### src/sv/octave_value_noise_height_macros.svh
// ----------------------------------------------------------------------------
// Octave value noise height: assertion macros
// Shared concurrent assertion forms, clocked on clk_i and held off in reset.
// ----------------------------------------------------------------------------
`ifndef OCTAVE_VALUE_NOISE_HEIGHT_MACROS_SVH
`define OCTAVE_VALUE_NOISE_HEIGHT_MACROS_SVH

// Same-cycle implication.
`define OVNH_ASSERT_IMP(lbl, ante, cons, msg) \
  lbl: assert property (@(posedge clk_i) disable iff (!rst_ni) (ante) |-> (cons)) \
    else $error(msg);

// Next-cycle implication.
`define OVNH_ASSERT_NXT(lbl, ante, cons, msg) \
  lbl: assert property (@(posedge clk_i) disable iff (!rst_ni) (ante) |=> (cons)) \
    else $error(msg);

`endif

### src/sv/ovnh_pkg.sv
// ----------------------------------------------------------------------------
// ovnh_pkg
// Types, register indexes, constants and the weight table function shared by
// the octave value noise height block.
// ----------------------------------------------------------------------------
`default_nettype none

package ovnh_pkg;

  localparam int unsigned CFG_DATA_W = 32;
  localparam int unsigned CFG_ADDR_W = 3;

  localparam logic [CFG_ADDR_W-1:0] REG_SEED       = 3'd0;
  localparam logic [CFG_ADDR_W-1:0] REG_OCTAVES    = 3'd1;
  localparam logic [CFG_ADDR_W-1:0] REG_AMPLITUDE  = 3'd2;
  localparam logic [CFG_ADDR_W-1:0] REG_SMOOTHNESS = 3'd3;
  localparam logic [CFG_ADDR_W-1:0] REG_OFFSET     = 3'd4;
  localparam logic [CFG_ADDR_W-1:0] REG_ROUGHNESS  = 3'd5;

  localparam logic [31:0] RST_SEED       = 32'd0;
  localparam logic [4:0]  RST_OCTAVES    = 5'd7;
  localparam logic [9:0]  RST_AMPLITUDE  = 10'd70;
  localparam logic [15:0] RST_SMOOTHNESS = 16'd235;
  localparam logic [10:0] RST_OFFSET     = 11'd0;
  localparam logic [15:0] RST_ROUGHNESS  = 16'd34734;

  localparam logic [21:0] HEIGHT_MAX   = 22'd4194303;
  localparam logic [21:0] HEIGHT_WATER = 22'd16128;
  localparam logic [21:0] HEIGHT_FLOOR = 22'd256;

  localparam logic [31:0] HASH_ROW     = 32'd57;
  localparam logic [31:0] HASH_MUL     = 32'd60493;
  localparam logic [31:0] HASH_ADD1    = 32'd19990303;
  localparam logic [31:0] HASH_ADD2    = 32'd1376312589;
  localparam logic signed [31:0] NOISE_ONE = 32'sh40000000;

  localparam logic [16:0] WEIGHT_ONE = 17'd65536;
  // 126 * 2^30, 105 * 2^21 and 105 * 2^22.
  localparam logic signed [55:0] NORM_OFFSET = 56'sd135291469824;
  localparam logic signed [55:0] NORM_ROUND  = 56'sd220200960;
  localparam logic [29:0]        NORM_BIAS   = 30'd440401920;
  // ceil(2^37 / 105): exact floor division by 105 for any 30-bit dividend.
  localparam logic [30:0]        NORM_RECIP  = 31'd1308942415;

  typedef enum logic [4:0] {
    OP_NONE,
    OP_LOAD,
    OP_DIV_COORD,
    OP_DIV_FRAC,
    OP_WEIGHT,
    OP_H0,
    OP_H1,
    OP_H2,
    OP_H3,
    OP_H4,
    OP_BDIFF,
    OP_BMIX,
    OP_TERM,
    OP_ACC,
    OP_FIN1,
    OP_FIN2,
    OP_FIN3,
    OP_FIN4,
    OP_PUB
  } op_e;

  typedef struct packed {
    op_e        op;
    logic [1:0] idx;
  } cmd_t;

  typedef struct packed {
    logic outside;
    logic more;
    logic div_busy;
    logic out_full;
  } status_t;

  typedef struct packed {
    logic [31:0]        seed;
    logic [4:0]         octave_count;
    logic [9:0]         amplitude;
    logic [15:0]        smoothness;
    logic signed [10:0] height_offset;
    logic [15:0]        roughness;
  } cfg_t;

  // Blend weight (1 - cos(theta)) / 2 in Q1.16 from a Q30 Taylor series.
  function automatic logic [16:0] cos_weight(input logic [63:0] th);
    logic [63:0] th2;
    logic [63:0] term;
    longint      c;
    longint      w;
    th2  = (th * th) >> 36;
    term = 64'd1 << 30;
    c    = longint'(64'd1 << 30);
    for (int k = 1; k <= 12; k++) begin
      term = ((term * th2) >> 24) / 64'((2 * k - 1) * (2 * k));
      if (k[0]) begin
        c = c - longint'(term);
      end else begin
        c = c + longint'(term);
      end
    end
    w = longint'(64'd1 << 30) - c + longint'(64'd1 << 14);
    if (w < 0) begin
      return 17'd0;
    end
    w = w >>> 15;
    if (w > 65536) begin
      return WEIGHT_ONE;
    end
    return 17'(w);
  endfunction

endpackage

`default_nettype wire

### src/sv/ovnh_ctrl.sv
// ----------------------------------------------------------------------------
// ovnh_ctrl
// Sequencer: steps the datapath through load, per-octave division, hashing,
// blending and accumulation, then normalization and publish; a column outside the world goes straight to publish.
// ----------------------------------------------------------------------------
`default_nettype none
`include "octave_value_noise_height_macros.svh"

module ovnh_ctrl (
  input  wire logic              clk_i,
  input  wire logic              rst_ni,
  input  wire logic              s_tvalid_i,
  output logic                   s_tready_o,
  input  wire ovnh_pkg::status_t status_i,
  output ovnh_pkg::cmd_t         cmd_o
);

  localparam logic [4:0] ST_IDLE  = 5'd0;
  localparam logic [4:0] ST_CHECK = 5'd1;
  localparam logic [4:0] ST_DIVC  = 5'd2;
  localparam logic [4:0] ST_DIVCW = 5'd3;
  localparam logic [4:0] ST_DIVF  = 5'd4;
  localparam logic [4:0] ST_DIVFW = 5'd5;
  localparam logic [4:0] ST_WGT   = 5'd6;
  localparam logic [4:0] ST_H0    = 5'd7;
  localparam logic [4:0] ST_H1    = 5'd8;
  localparam logic [4:0] ST_H2    = 5'd9;
  localparam logic [4:0] ST_H3    = 5'd10;
  localparam logic [4:0] ST_H4    = 5'd11;
  localparam logic [4:0] ST_BD    = 5'd12;
  localparam logic [4:0] ST_BM    = 5'd13;
  localparam logic [4:0] ST_TERM  = 5'd14;
  localparam logic [4:0] ST_ACC   = 5'd15;
  localparam logic [4:0] ST_FIN1  = 5'd16;
  localparam logic [4:0] ST_FIN2  = 5'd17;
  localparam logic [4:0] ST_FIN3  = 5'd18;
  localparam logic [4:0] ST_FIN4  = 5'd20;
  localparam logic [4:0] ST_PUB   = 5'd21;

  logic [4:0] state_q, state_d;
  logic [1:0] idx_q, idx_d;

  always_comb begin
    state_d    = state_q;
    idx_d      = idx_q;
    s_tready_o = 1'b0;
    cmd_o.op   = ovnh_pkg::OP_NONE;
    cmd_o.idx  = idx_q;
    case (state_q)
      ST_IDLE: begin
        s_tready_o = 1'b1;
        if (s_tvalid_i) begin
          cmd_o.op = ovnh_pkg::OP_LOAD;
          state_d  = ST_CHECK;
        end
      end
      ST_CHECK: begin
        if (status_i.outside) begin
          state_d = ST_PUB;
        end else if (status_i.more) begin
          state_d = ST_DIVC;
        end else begin
          state_d = ST_FIN1;
        end
      end
      ST_DIVC: begin
        cmd_o.op = ovnh_pkg::OP_DIV_COORD;
        state_d  = ST_DIVCW;
      end
      ST_DIVCW: if (!status_i.div_busy) state_d = ST_DIVF;
      ST_DIVF: begin
        cmd_o.op = ovnh_pkg::OP_DIV_FRAC;
        state_d  = ST_DIVFW;
      end
      ST_DIVFW: if (!status_i.div_busy) state_d = ST_WGT;
      ST_WGT: begin
        cmd_o.op = ovnh_pkg::OP_WEIGHT;
        idx_d    = 2'd0;
        state_d  = ST_H0;
      end
      ST_H0: begin
        cmd_o.op = ovnh_pkg::OP_H0;
        state_d  = ST_H1;
      end
      ST_H1: begin
        cmd_o.op = ovnh_pkg::OP_H1;
        state_d  = ST_H2;
      end
      ST_H2: begin
        cmd_o.op = ovnh_pkg::OP_H2;
        state_d  = ST_H3;
      end
      ST_H3: begin
        cmd_o.op = ovnh_pkg::OP_H3;
        state_d  = ST_H4;
      end
      ST_H4: begin
        cmd_o.op = ovnh_pkg::OP_H4;
        if (idx_q == 2'd3) begin
          idx_d   = 2'd0;
          state_d = ST_BD;
        end else begin
          idx_d   = idx_q + 2'd1;
          state_d = ST_H0;
        end
      end
      ST_BD: begin
        cmd_o.op = ovnh_pkg::OP_BDIFF;
        state_d  = ST_BM;
      end
      ST_BM: begin
        cmd_o.op = ovnh_pkg::OP_BMIX;
        if (idx_q == 2'd2) begin
          state_d = ST_TERM;
        end else begin
          idx_d   = idx_q + 2'd1;
          state_d = ST_BD;
        end
      end
      ST_TERM: begin
        cmd_o.op = ovnh_pkg::OP_TERM;
        state_d  = ST_ACC;
      end
      ST_ACC: begin
        cmd_o.op = ovnh_pkg::OP_ACC;
        state_d  = ST_CHECK;
      end
      ST_FIN1: begin
        cmd_o.op = ovnh_pkg::OP_FIN1;
        state_d  = ST_FIN2;
      end
      ST_FIN2: begin
        cmd_o.op = ovnh_pkg::OP_FIN2;
        state_d  = ST_FIN3;
      end
      ST_FIN3: begin
        cmd_o.op = ovnh_pkg::OP_FIN3;
        state_d  = ST_FIN4;
      end
      ST_FIN4: begin
        cmd_o.op = ovnh_pkg::OP_FIN4;
        state_d  = ST_PUB;
      end
      ST_PUB: begin
        // Hold the result until the output slot has drained.
        if (!status_i.out_full) begin
          cmd_o.op = ovnh_pkg::OP_PUB;
          state_d  = ST_IDLE;
        end
      end
      default: state_d = ST_IDLE;
    endcase
  end

  always_ff @(posedge clk_i or negedge rst_ni) begin
    if (!rst_ni) begin
      state_q <= ST_IDLE;
      idx_q   <= 2'd0;
    end else begin
      state_q <= state_d;
      idx_q   <= idx_d;
    end
  end

  `OVNH_ASSERT_IMP(a_pub_slot_free, cmd_o.op == ovnh_pkg::OP_PUB, !status_i.out_full, "publish into a full output slot")
  `OVNH_ASSERT_NXT(a_div_started, state_q == ST_DIVC || state_q == ST_DIVF, status_i.div_busy, "divider did not start")
  `OVNH_ASSERT_IMP(a_blend_idx, state_q == ST_BD || state_q == ST_BM, idx_q != 2'd3, "blend step index out of range")
  `OVNH_ASSERT_NXT(a_accept_check, s_tvalid_i && s_tready_o, state_q == ST_CHECK, "accepted beat not followed by check")

endmodule

`default_nettype wire

### config.mk
export PLATFORM = sky130hd
export DESIGN_NAME = ovnh_ctrl
export DESIGN_NICKNAME = d
export VERILOG_FILES = /design/src/sv/ovnh_pkg.sv /design/src/sv/ovnh_ctrl.sv
export VERILOG_INCLUDE_DIRS = /design/src /design/src/sv
export SDC_FILE = /design/constraint.sdc
export NUM_CORES = 1
export LEC_CHECK = 0
export BUFFER_PORTS_ARGS = -buffer_cell sky130_fd_sc_hd__buf_2
export CAP_MARGIN = 10
export CORE_MARGIN = 5
export CORE_UTILIZATION = 42
export DETAILED_ROUTE_END_ITERATION = 8
export GPL_ROUTABILITY_DRIVEN = 1
export GPL_TIMING_DRIVEN = 0
export MAX_ROUTING_LAYER = met4
export PLACE_DENSITY = 0.68
export SETUP_SLACK_MARGIN = 0.1
export SLEW_MARGIN = 20
export SYNTH_ARGS = -nofsm -noshare
export SYNTH_HDL_FRONTEND = slang
export SYNTH_SLANG_ARGS = --single-unit
### constraint.sdc
create_clock -name clk_i -period 1.4 [get_ports clk_i]
set_input_delay 0.14 -clock clk_i [delete_from_list [all_inputs] [get_ports clk_i]]
set_output_delay 0.14 -clock clk_i [all_outputs]
set_load 0.02 [all_outputs]
==> reports/summary.txt, run 1 <==
flops & latches, synth: 7
RSZ-0062 raised after global routing: true
number of global-route vias before repair: 906
EDFF count, synth: 0
post-route worst setup slack: -0.264 ns
largest net degree at the start of global routing: 11
Fin. Hold Viols: 0
flop2flop setup slack: -0.25 ns
Reg2Reg Capture Point: state_q[2]
I/O pin count: 15
1st-pass router iterations: 4
Yosys cell types: 43
H-tree Lvls: 1
clock tree buffer depth: 2
Reg power frac: 10.2%
via count: 1154
element type at the critical path start: flip-flop
top cell type's share of synthesized area: 21.0%
switching power: 2000 µW
post-layout minimum cycle time: 1.66 ns
VDD IR-drop max: 1740 µV
root buffer cell: clkbuf_4
max frequency: 601 MHz
clk slew on worst S/H paths: 0.05 ns
GP Congestion: 0.889
Die Wd: 54.6 µm
Clock Latency Late Sink: 0.25 ns
synthesized cell area: 835 µm²
Yosys top cell by area: dfrtp_1
final core utilization: 77.1%
Clk network pwr share: 4.5%
Seq/Total Area, Yosys: 21.0%
maxcap violations: 0
clk sinks: 7
status: complete, but fails checks
Max FO, Critical Path: 7
Std-Cell Rows: 16
largest cells by area after synthesis: dfrtp_1 21%, nor2_1 4.9%, o21ai_0 4.8%
ys async rst share: 100%
grt ovf: 0
Worst slew margin: 70.0%
HP Class: in2async
Port Buffer Count: 14
Warnings, synthesis: 0
TritonCTS clock tree: done
initial antenna violation count: 0
Pwr Density: 2780 nW/µm²
net count after synthesis: 119
Vias per Instance: 6.24
LEAKAGE: 0.000634 µW
period utilisation layout: 119%
n_diodes: 0
Clock Skew: 0.00232 ns
Tot GR Track Use: 21.3%
final setup vio count: 12
NumNets Final: 168
DRC: 0
Num CTS Buffers: 3
Worst Reg-to-Reg Cells: 7
predominant post-synthesis flop cell: dfrtp_1
internal power: 2130 µW
combinational power share: 85.3%
RR Startpoint: state_q[3]
Routed Antenna Nets: 0
crit path kind: reg2out
Synth top cells by count: 11 x nor2_1, 10 x nand2_1, 8 x o21ai_0
Die Y: 54.6 µm
first-pass GRT wire length: 4350 µm
failing checks: setup timing
crit path DAT: 1.52 ns
detailed placement HPWL: 1750 µm
critical path required time: 1.26 ns
routed wire length per instance: 20.1 µm
Slew Limit Fails: 0
routed wire length: 3720 µm
area growth from synthesis to layout: 77.5%
Synth Area per Inst: 7.59 µm²
Syn Inst Count: 110
fraction of layout cells with a size suffix above 1: 60.8%
Place WS: -0.144 ns
CP Capture Type: primary output
most common cell in the netlist: nor2_1
Initial Util: 43.4%
Least-Margin Pin Slew: 0.445 ns
Sw Share: 48.4%
setup TNS: -1.83 ns
die area: 2980 µm²
Core Footprint: 1920 µm²
initial detailed-routing violation count: 80
-- routing by layer --
layer | vias up | share of wire [%] | global-route usage, %
met5 | - | 0 | -
met4 | 0 | 5.5 | 3.32
met3 | 19 | 7.4 | 5.18
met2 | 72 | 49 | 36.1
met1 | 563 | 38 | 25.9
li1 | 500 | - | -
-- repair_timing --
action | CTS | global route
endpoints found under the hold margin | 7 | 0
endpoints found under the setup margin | 13 | 13
gates cloned | 0 | 1
setup buffers | 11 | 17
gates resized for setup | 46 | 21
hold buffers | 1 | 0
pin swaps | 8 | 12
-- metrics by stage --
step / hold WS (ns) / cell area (µm²) / total power, µW / std cells
6_report: 0.249 / 1480 / 4120 / 185
5_1_grt: 0.262 / 1480 / 4340 / 185
4_1_cts: 0.240 / 1270 / 3300 / 167
3_5_place_dp: -0.0231 / 982 / 2370 / 151
3_3_place_gp: -0.0242 / 982 / 2350 / 151
2_1_floorplan: -0.156 / 878 / 1910 / 110
-- cell type report --
| type | instances | area, µm² |
|---|---|---|
| buffer | 10 | 128 |
| clock buffer | 4 | 26.3 |
| fill | 132 | 440 |
| inverter | 7 | 36.3 |
| multi-input combinational | 86 | 736 |
| sequential | 7 | 181 |
| tap | 27 | 33.8 |
| timing repair buffer | 44 | 340 |
-- state kept, by name, indices dropped and copies added, names as in the netlist --
signal / cells
idx_q: 2
state_q: 5
-- worst max path at each step --
stage                    start    endpoint  slack, ns  depth (start not counted)
finish              state_q[4]    cmd_o[2]      -0.26                          6
global route        state_q[2]    cmd_o[2]      -0.33                          6
CTS                 state_q[2]    cmd_o[2]      -0.23                          6
detailed placement  state_q[0]  state_q[0]      -0.14                          5
global placement    state_q[1]  state_q[0]      -0.11                          5
floorplan             idx_q[0]  state_q[0]      -0.04                          5
-- worst max-delay path: stages, from the launching register on --
cell and delay [ns]:
dfrtp_1 0.33, buf_6 0.14, clkinvlp_4 0.18, a21oi_2 0.16
o22ai_1 0.08, a22o_1 0.24, buf_6 0.13
-- placed cells by master (no fill, tap or decap), drive strengths merged, types with 3 or more instances in the layout --
| master | n |
|---|---|
| buf | 53 |
| nor2 | 11 |
| nand2 | 10 |
| o21ai | 9 |
| dfrtp | 7 |
| a21oi | 7 |
| nor2b | 5 |
| inv | 5 |
| clkbuf | 4 |
| nand2b | 3 |
-- kinds of logic (layout without fill, tap and decap cells) --
| kind of cell | Yosys count | in the layout | share of synthesized area, % |
|---|---|---|---|
| adder cells (fa/ha/maj) | 2 | 2 | 3.00 |
| XOR/XNOR | 1 | 1 | 1.05 |
| multiplexers | 1 | 1 | 1.80 |
| AND/OR/NAND/NOR | 45 | 45 | 29.5 |
| buffers and inverters | 17 | 65 | 10.5 |
| flip-flops | 7 | 7 | 21.0 |
| AO/OA/AOI/OAI | 37 | 37 | 33.1 |
-- power by group through the flow --
stage,registers (µW),clock network [µW],logic [µW]
final,421,184,3520
after global routing,439,203,3700
after CTS,402,187,2720
after detailed placement,417,0,1960
after global placement,417,0,1930
after floorplan,415,0,1500
Note: power is estimated with default switching activity, not from simulation.
==> inputs of run 2 (changes only) <==
Settings changed: PLACE_DENSITY 0.68 to 0.66.
Clock period 1.4 ns to 2 ns, I/O delays scaled along.
==> run 2 against run 1 <==
  * Critical endpoint unchanged
  * Critical path type unchanged
  * Setup slack improved by 0.46 ns
  * Die area is the same
  * Utilization decreased by 26 points
  * Register-to-register slack better by 0.71 ns
  * Sequential power shrank 33%
  * Largest power group unchanged
  * Routed wire length shrank 41%
  * Count of clock-buffer cells in the layout unchanged
  * Design area shrank 33%
  * The flow now finishes without violations
==> reports/summary.txt, run 2 (synthesis results as in run 1) <==
status: finished clean (was complete, but fails checks)
clock tree buffer depth: 2 (unchanged)
die area: 2980 µm² (unchanged)
met3 Usage GRT: 4.09% (was 5.18%)
crit path kind: reg2out (unchanged)
Port Buffer Count: 14 (unchanged)
VDD IR-drop max: 726 µV (was 1740 µV)
Sw Share: 52.4% (was 48.4%)
initial antenna violation count: 0 (unchanged)
final instance area: 987 µm² (was 1480 µm²)
detailed placement HPWL: 1690 µm (was 1750 µm)
Clock Skew: 0.00129 ns (was 0.00232 ns)
Clk network pwr share: 7.1% (was 4.5%)
1st-pass router iterations: 4 (unchanged)
max reg flops: 5 (unchanged)
area of the multi-input gates: 572 µm² (was 736 µm²)
combinational power share: 76.6% (was 85.3%)
I/O pin count: 15 (unchanged)
Core Footprint: 1920 µm² (unchanged)
fill cell count: 211 (was 132)
internal power: 826 µW (was 2130 µW)
Die Wd: 54.6 µm (unchanged)
clk sinks: 7 (unchanged)
Vias per Instance: 5.79 (was 6.24)
Worst slew margin: 67.6% (was 70.0%)
most common cell after layout, fill and taps aside: buf_2 (was buf_4)
NumNets Final: 139 (was 168)
GRT Max-Usage Layer: met2 (unchanged)
Largest regs: state_q: 5 flops, idx_q: 2 flops (unchanged)
routed wire length per instance: 14.0 µm (was 20.1 µm)
RR Startpoint: state_q[2] (was state_q[3])
final setup vio count: 0 (was 12)
initial detailed-routing violation count: 28 (was 80)
routed wire length: 2180 µm (was 3720 µm)
maxcap violations: 0 (unchanged)
HP Class: in2async (unchanged)
Largest Register: state_q (unchanged)
Die Y: 54.6 µm (unchanged)
crit path DAT: 1.60 ns (was 1.52 ns)
M2 GR Usage: 28.7% (was 36.1%)
grt ovf: 0 (unchanged)
Placed Area: 938 µm² (was 982 µm²)
TritonCTS clock tree: done (unchanged)
n_diodes: 0 (unchanged)
H-tree Lvls: 1 (unchanged)
Reg power frac: 16.3% (was 10.2%)
element type at the critical path start: flip-flop (unchanged)
met1 usage: 22.1% (was 25.9%)
critical path required time: 1.80 ns (was 1.26 ns)
area growth from synthesis to layout: 18.3% (was 77.5%)
Tot GR Track Use: 17.1% (was 21.3%)
number of global-route vias before repair: 808 (was 906)
switching power: 909 µW (was 2000 µW)
Reg area: 178 µm² (was 181 µm²)
Pwr Density: 1760 nW/µm² (was 2780 nW/µm²)
Std-Cell Rows: 16 (unchanged)
GP Congestion: 0.883 (was 0.889)
setup TNS: 0 ns (was -1.83 ns)
Setup crit start: state_q[2] (was state_q[4])
via count: 904 (was 1154)
clk slew on worst S/H paths: 0.05 ns (about the same)
RSZ-0062 raised after global routing: true (unchanged)
Max FO, Critical Path: 10 (was 7)
largest net degree at the start of global routing: 11 (unchanged)
fraction of layout cells with a size suffix above 1: 26.4% (was 60.8%)
first-pass GRT wire length: 3630 µm (was 4350 µm)
Fin. Hold Viols: 0 (unchanged)
LEAKAGE: 0.000445 µW (was 0.000634 µW)
max frequency: 554 MHz
CP Capture Type: primary output (unchanged)
DRC: 0 (unchanged)
period utilisation layout: 90.2%
Num CTS Buffers: 3 (unchanged)
root buffer cell: clkbuf_4 (unchanged)
Least-Margin Pin Slew: 0.479 ns (was 0.445 ns)
Initial Util: 43.4% (unchanged)
Worst Reg-to-Reg Cells: 5 (was 7)
Clock Latency Late Sink: 0.24 ns (was 0.25 ns)
Routed Antenna Nets: 0 (unchanged)
most frequent cells in the layout: 17 x buf_2, 11 x nor2_1, 10 x nand2_1, 7 x inv_1, 7 x a21oi_1 (was 26 x buf_4, 14 x buf_6, 9 x nor2_1, 9 x nand2_1, 9 x buf_2)
final core utilization: 51.4% (was 77.1%)
post-layout minimum cycle time: 1.80 ns
Slew Limit Fails: 0 (unchanged)
-- run 2: changes by cell type in the layout (fill, tap and decap cells not counted), moves of 4 or more --
| cell | previous run | this run |
|---|---|---|
| buf_8 | 4 | 0 |
| buf_6 | 14 | 1 |
| inv_1 | 3 | 7 |
| buf_4 | 26 | 5 |
| a21oi_1 | 3 | 7 |
| buf_2 | 9 | 17 |
-- run 2: timing repair --
action | CTS | global route
hold buffers | 1 | 0
buffers inserted | 0 | 1
setup endpoints to repair | 0 | 4
resized for setup | 0 | 9
hold endpoints to repair | 7 | 0
-- run 2: through the flow --
stage	instances	power [µW]	setup slack [ns]	hold slack, ns
4_1_cts	156	1700	0.108	0.306
5_1_grt	156	1900	0.0912	0.309
3_3_place_gp	151	1560	0.402	0.0359
6_report	156	1730	0.196	0.312
3_5_place_dp	151	1570	0.380	0.0407
2_1_floorplan	110	1260	0.360	-0.0956
-- run 2: cell type report --
cell class	count	share of cell area (%)
Multi-Input combinational cell	86	57.9
Timing Repair Buffer	16	8.87
Inverter	7	2.66
Buffer	9	6.46
Clock buffer	4	2.66
Tap cell	27	3.42
Sequential cell	7	18.0
-- run 2: path summary, 6_finish.rpt --
check	endpoint	slack, ns
worst max register to register	state_q[2]	0.46
min in group clk_i	state_q[0]	0.33
worst min register to register	idx_q[1]	0.59
max in group asynchronous	state_q[0]	1.52
worst max-delay path	cmd_o[2]	0.20
worst min-delay path	state_q[4]	0.31
-- run 2: worst max-delay path, cell delays in order, from the launching register on --
cell and delay, ns:
dfrtp_2 0.43, buf_4 0.17, buf_4 0.17, a21oi_1 0.11
o22ai_1 0.08, a22o_1 0.23, buf_2 0.15
-- run 2: per-layer routing --
layer / vias to the layer above / wire (µm) / part of all wire [%]
met1: 439 / 933 / 43
met2: 22 / 1130 / 52
met5: - / 0 / 0
met3: 0 / 119 / 5.5
met4: 0 / 0 / 0
li1: 443 / - / -
-- run 2: power by group through the flow --
stage               Combinational [µW]  Clock (µW)  Sequential (µW)
detailed placement                1290           0              279
global placement                  1280           0              280
finish                            1330         123              283
floorplan                          985           0              277
global route                      1460         142              295
CTS                               1300         130              277
==> inputs of run 3 (changes only) <==
Settings changed: ABC_AREA set to 1, CTS_CLUSTER_SIZE set to 8, RECOVER_POWER set to 25.
==> run 3 against run 2 <==
  * Global-route usage is 0.44 points lower
  * Highest routed layer is now met4
  * Design area is 6.3% higher
  * Sequential power is 13% lower
==> reports/summary.txt, run 3 <==
clock tree buffer depth: 2 (unchanged)
Vias per Instance: 5.21 (was 5.79)
Routed Antenna Nets: 0 (unchanged)
Num CTS Buffers: 3 (unchanged)
Yosys cell types: 28 (was 43)
final instance area: 1050 µm² (was 987 µm²)
1st-pass router iterations: 4 (unchanged)
Core Footprint: 1940 µm² (was 1920 µm²)
critical path required time: 1.80 ns (about the same)
EDFF count, synth: 0 (unchanged)
post-layout minimum cycle time: 1.88 ns (was 1.80 ns)
NumNets Final: 176 (was 139)
M2 GR Usage: 25.0% (was 28.7%)
Fin. Hold Viols: 0 (unchanged)
grt ovf: 0 (unchanged)
Clock Skew: 0.00167 ns (was 0.00129 ns)
DRC: 0 (unchanged)
Pwr Density: 1540 nW/µm² (was 1760 nW/µm²)
largest net degree at the start of global routing: 11 (unchanged)
initial antenna violation count: 0 (unchanged)
most frequent cells in the layout: 40 x nand2_1, 19 x nor2_1, 15 x nand3_1, 12 x inv_1, 12 x buf_2 (was 17 x buf_2, 11 x nor2_1, 10 x nand2_1, 7 x inv_1, 7 x a21oi_1)
synthesized cell area: 853 µm² (was 835 µm²)
GRT Max-Usage Layer: met2 (unchanged)
top cell type's share of synthesized area: 20.5% (was 21.0%)
max frequency: 533 MHz (was 554 MHz)
ys async rst share: 100% (unchanged)
CP Capture Type: primary output (unchanged)
Largest Register: state_q (unchanged)
Clock Latency Late Sink: 0.25 ns (was 0.24 ns)
Yosys top cell by area: dfrtp_1 (unchanged)
Syn Inst Count: 143 (was 110)
root buffer cell: clkbuf_4 (unchanged)
crit path kind: reg2out (unchanged)
detailed placement HPWL: 1790 µm (was 1690 µm)
final setup vio count: 0 (unchanged)
first-pass GRT wire length: 3590 µm (was 3630 µm)
clk sinks: 7 (unchanged)
Port Buffer Count: 14 (unchanged)
Initial Util: 43.9% (was 43.4%)
VDD IR-drop max: 688 µV (was 726 µV)
Placed Area: 957 µm² (was 938 µm²)
HP Class: in2reg (was in2async)
Worst slew margin: 74.5% (was 67.6%)
clk slew on worst S/H paths: 0.05 ns (about the same)
fraction of layout cells with a size suffix above 1: 30.1% (was 26.4%)
Tot GR Track Use: 16.6% (was 17.1%)
GP Congestion: 0.953 (was 0.883)
H-tree Lvls: 1 (unchanged)
area growth from synthesis to layout: 23.0% (was 18.3%)
die area: 3030 µm² (was 2980 µm²)
Warnings, synthesis: 0 (unchanged)
Seq/Total Area, Yosys: 20.5% (was 21.0%)
RSZ-0062 raised after global routing: true (unchanged)
Die Y: 55.1 µm (was 54.6 µm)
most common cell in the netlist: nand2_1 (was nor2_1)
met3 Usage GRT: 4.83% (was 4.09%)
via count: 1005 (was 904)
Place WS: 0.284 ns (was 0.380 ns)
period utilisation layout: 93.9% (was 90.2%)
Std-Cell Rows: 16 (unchanged)
status: finished clean (unchanged)
flops & latches, synth: 7 (unchanged)
met1 usage: 22.6% (was 22.1%)
largest cells by area after synthesis: dfrtp_1 21%, nand2_1 18%, nand3_1 8.8% (was dfrtp_1 21%, nor2_1 4.9%, o21ai_0 4.8%)
Die Wd: 55.1 µm (was 54.6 µm)
setup TNS: 0 ns (unchanged)
net count after synthesis: 152 (was 119)
maxcap violations: 0 (unchanged)
element type at the critical path start: flip-flop (unchanged)
routed wire length per instance: 11.9 µm (was 14.0 µm)
I/O pin count: 15 (unchanged)
Largest regs: state_q: 5 flops, idx_q: 2 flops (unchanged)
initial detailed-routing violation count: 45 (was 28)
max reg flops: 5 (unchanged)
TritonCTS clock tree: done (unchanged)
number of global-route vias before repair: 873 (was 808)
Slew Limit Fails: 0 (unchanged)
Max FO, Critical Path: 8 (was 10)
predominant post-synthesis flop cell: dfrtp_1 (unchanged)
Synth Area per Inst: 5.97 µm² (was 7.59 µm²)
Synth top cells by count: 40 x nand2_1, 20 x nor2_1, 15 x nand3_1, 12 x inv_1, 9 x inv_2 (was 11 x nor2_1, 10 x nand2_1, 8 x o21ai_0)
crit path DAT: 1.68 ns (was 1.60 ns)
n_diodes: 0 (unchanged)
post-route worst setup slack: 0.122 ns (was 0.196 ns)
most common cell after layout, fill and taps aside: nand2_1 (was buf_2)
LEAKAGE: 0.000591 µW (was 0.000445 µW)
Least-Margin Pin Slew: 0.382 ns (was 0.479 ns)
routed wire length: 2290 µm (was 2180 µm)
[run 3: cell types whose count changed after synthesis, sizes merged, moves of 3 or more]
cell	change
nand2	+34
o21ai	-4
nor2b	-5
a21oi	-4
nand4	+3
nand2b	-3
buf	-6
nor2	+15
nand3	+15
nand3b	+3
inv	+14
[run 3: metal layers]
metal  wire (µm)  vias up
li1            -      507
met5           0        -
met2        1060       47
met1        1050      447
met4          18        0
met3         164        4
[run 3: cell families (layout without fill, tap and decap cells)]
group / after synthesis / after routing / synth area share [%]
flops: 7 / 7 / 20.5
simple gates: 96 / 96 / 54.5
compound gates: 12 / 12 / 8.50
buf+inv: 26 / 49 / 13.5
fa+ha+maj: 2 / 2 / 2.93
[run 3: layout make-up]
cell class / instances / area [µm²]
plain buffers: 4 / 37.5
well taps: 27 / 33.8
multi-input cells: 110 / 581
clock buffers: 4 / 26.3
repair buffers: 19 / 111
flip-flops and latches: 7 / 176
inverters: 22 / 83.8
fillers: 221 / 892
[run 3: worst max-delay path, stage by stage, from the launching register on]
cell	delay (ns)
dfrtp_1	0.50
nor2_4	0.24
inv_1	0.10
nor3_2	0.21
a21oi_1	0.11
nand4_1	0.11
buf_2	0.17
[run 3: path summary, 6_finish.rpt]
kind,start,end,slack [ns],cells after the start
min in group asynchronous,rst_ni,state_q[0],0.37,2
hold reg to reg,idx_q[0],idx_q[0],0.56,2
setup / recovery,state_q[3],cmd_o[3],0.12,6
hold / removal,status_i[0],state_q[4],0.24,3
setup reg to reg,state_q[1],idx_q[0],0.53,7
max in group asynchronous,rst_ni,state_q[2],1.33,2
[run 3: per-stage QoR]
stage          utilization [%]  cells  hold slack [ns]  total power [µW]
2_1_floorplan                -    143          -0.0956              1090
3_3_place_gp              49.3    184           0.0413              1360
3_5_place_dp              49.3    184           0.0430              1350
4_1_cts                   51.5    189            0.236              1500
5_1_grt                   54.1    193            0.269              1770
6_report                  54.1    193            0.238              1620
[run 3: power breakdown]
group          leakage, µW  switching [µW]  internal [µW]
combinational     0.000486             790            452
clock            0.0000150            51.4           76.1
sequential       0.0000906            54.9            192
total             0.000591             897            721
[run 3: timing repair]
item	CTS	global route
setup endpoints to repair	3	4
hold buffers	1	0
hold endpoints to repair	7	0
pin swaps	0	1
resized for setup	2	6
buffers inserted	0	4
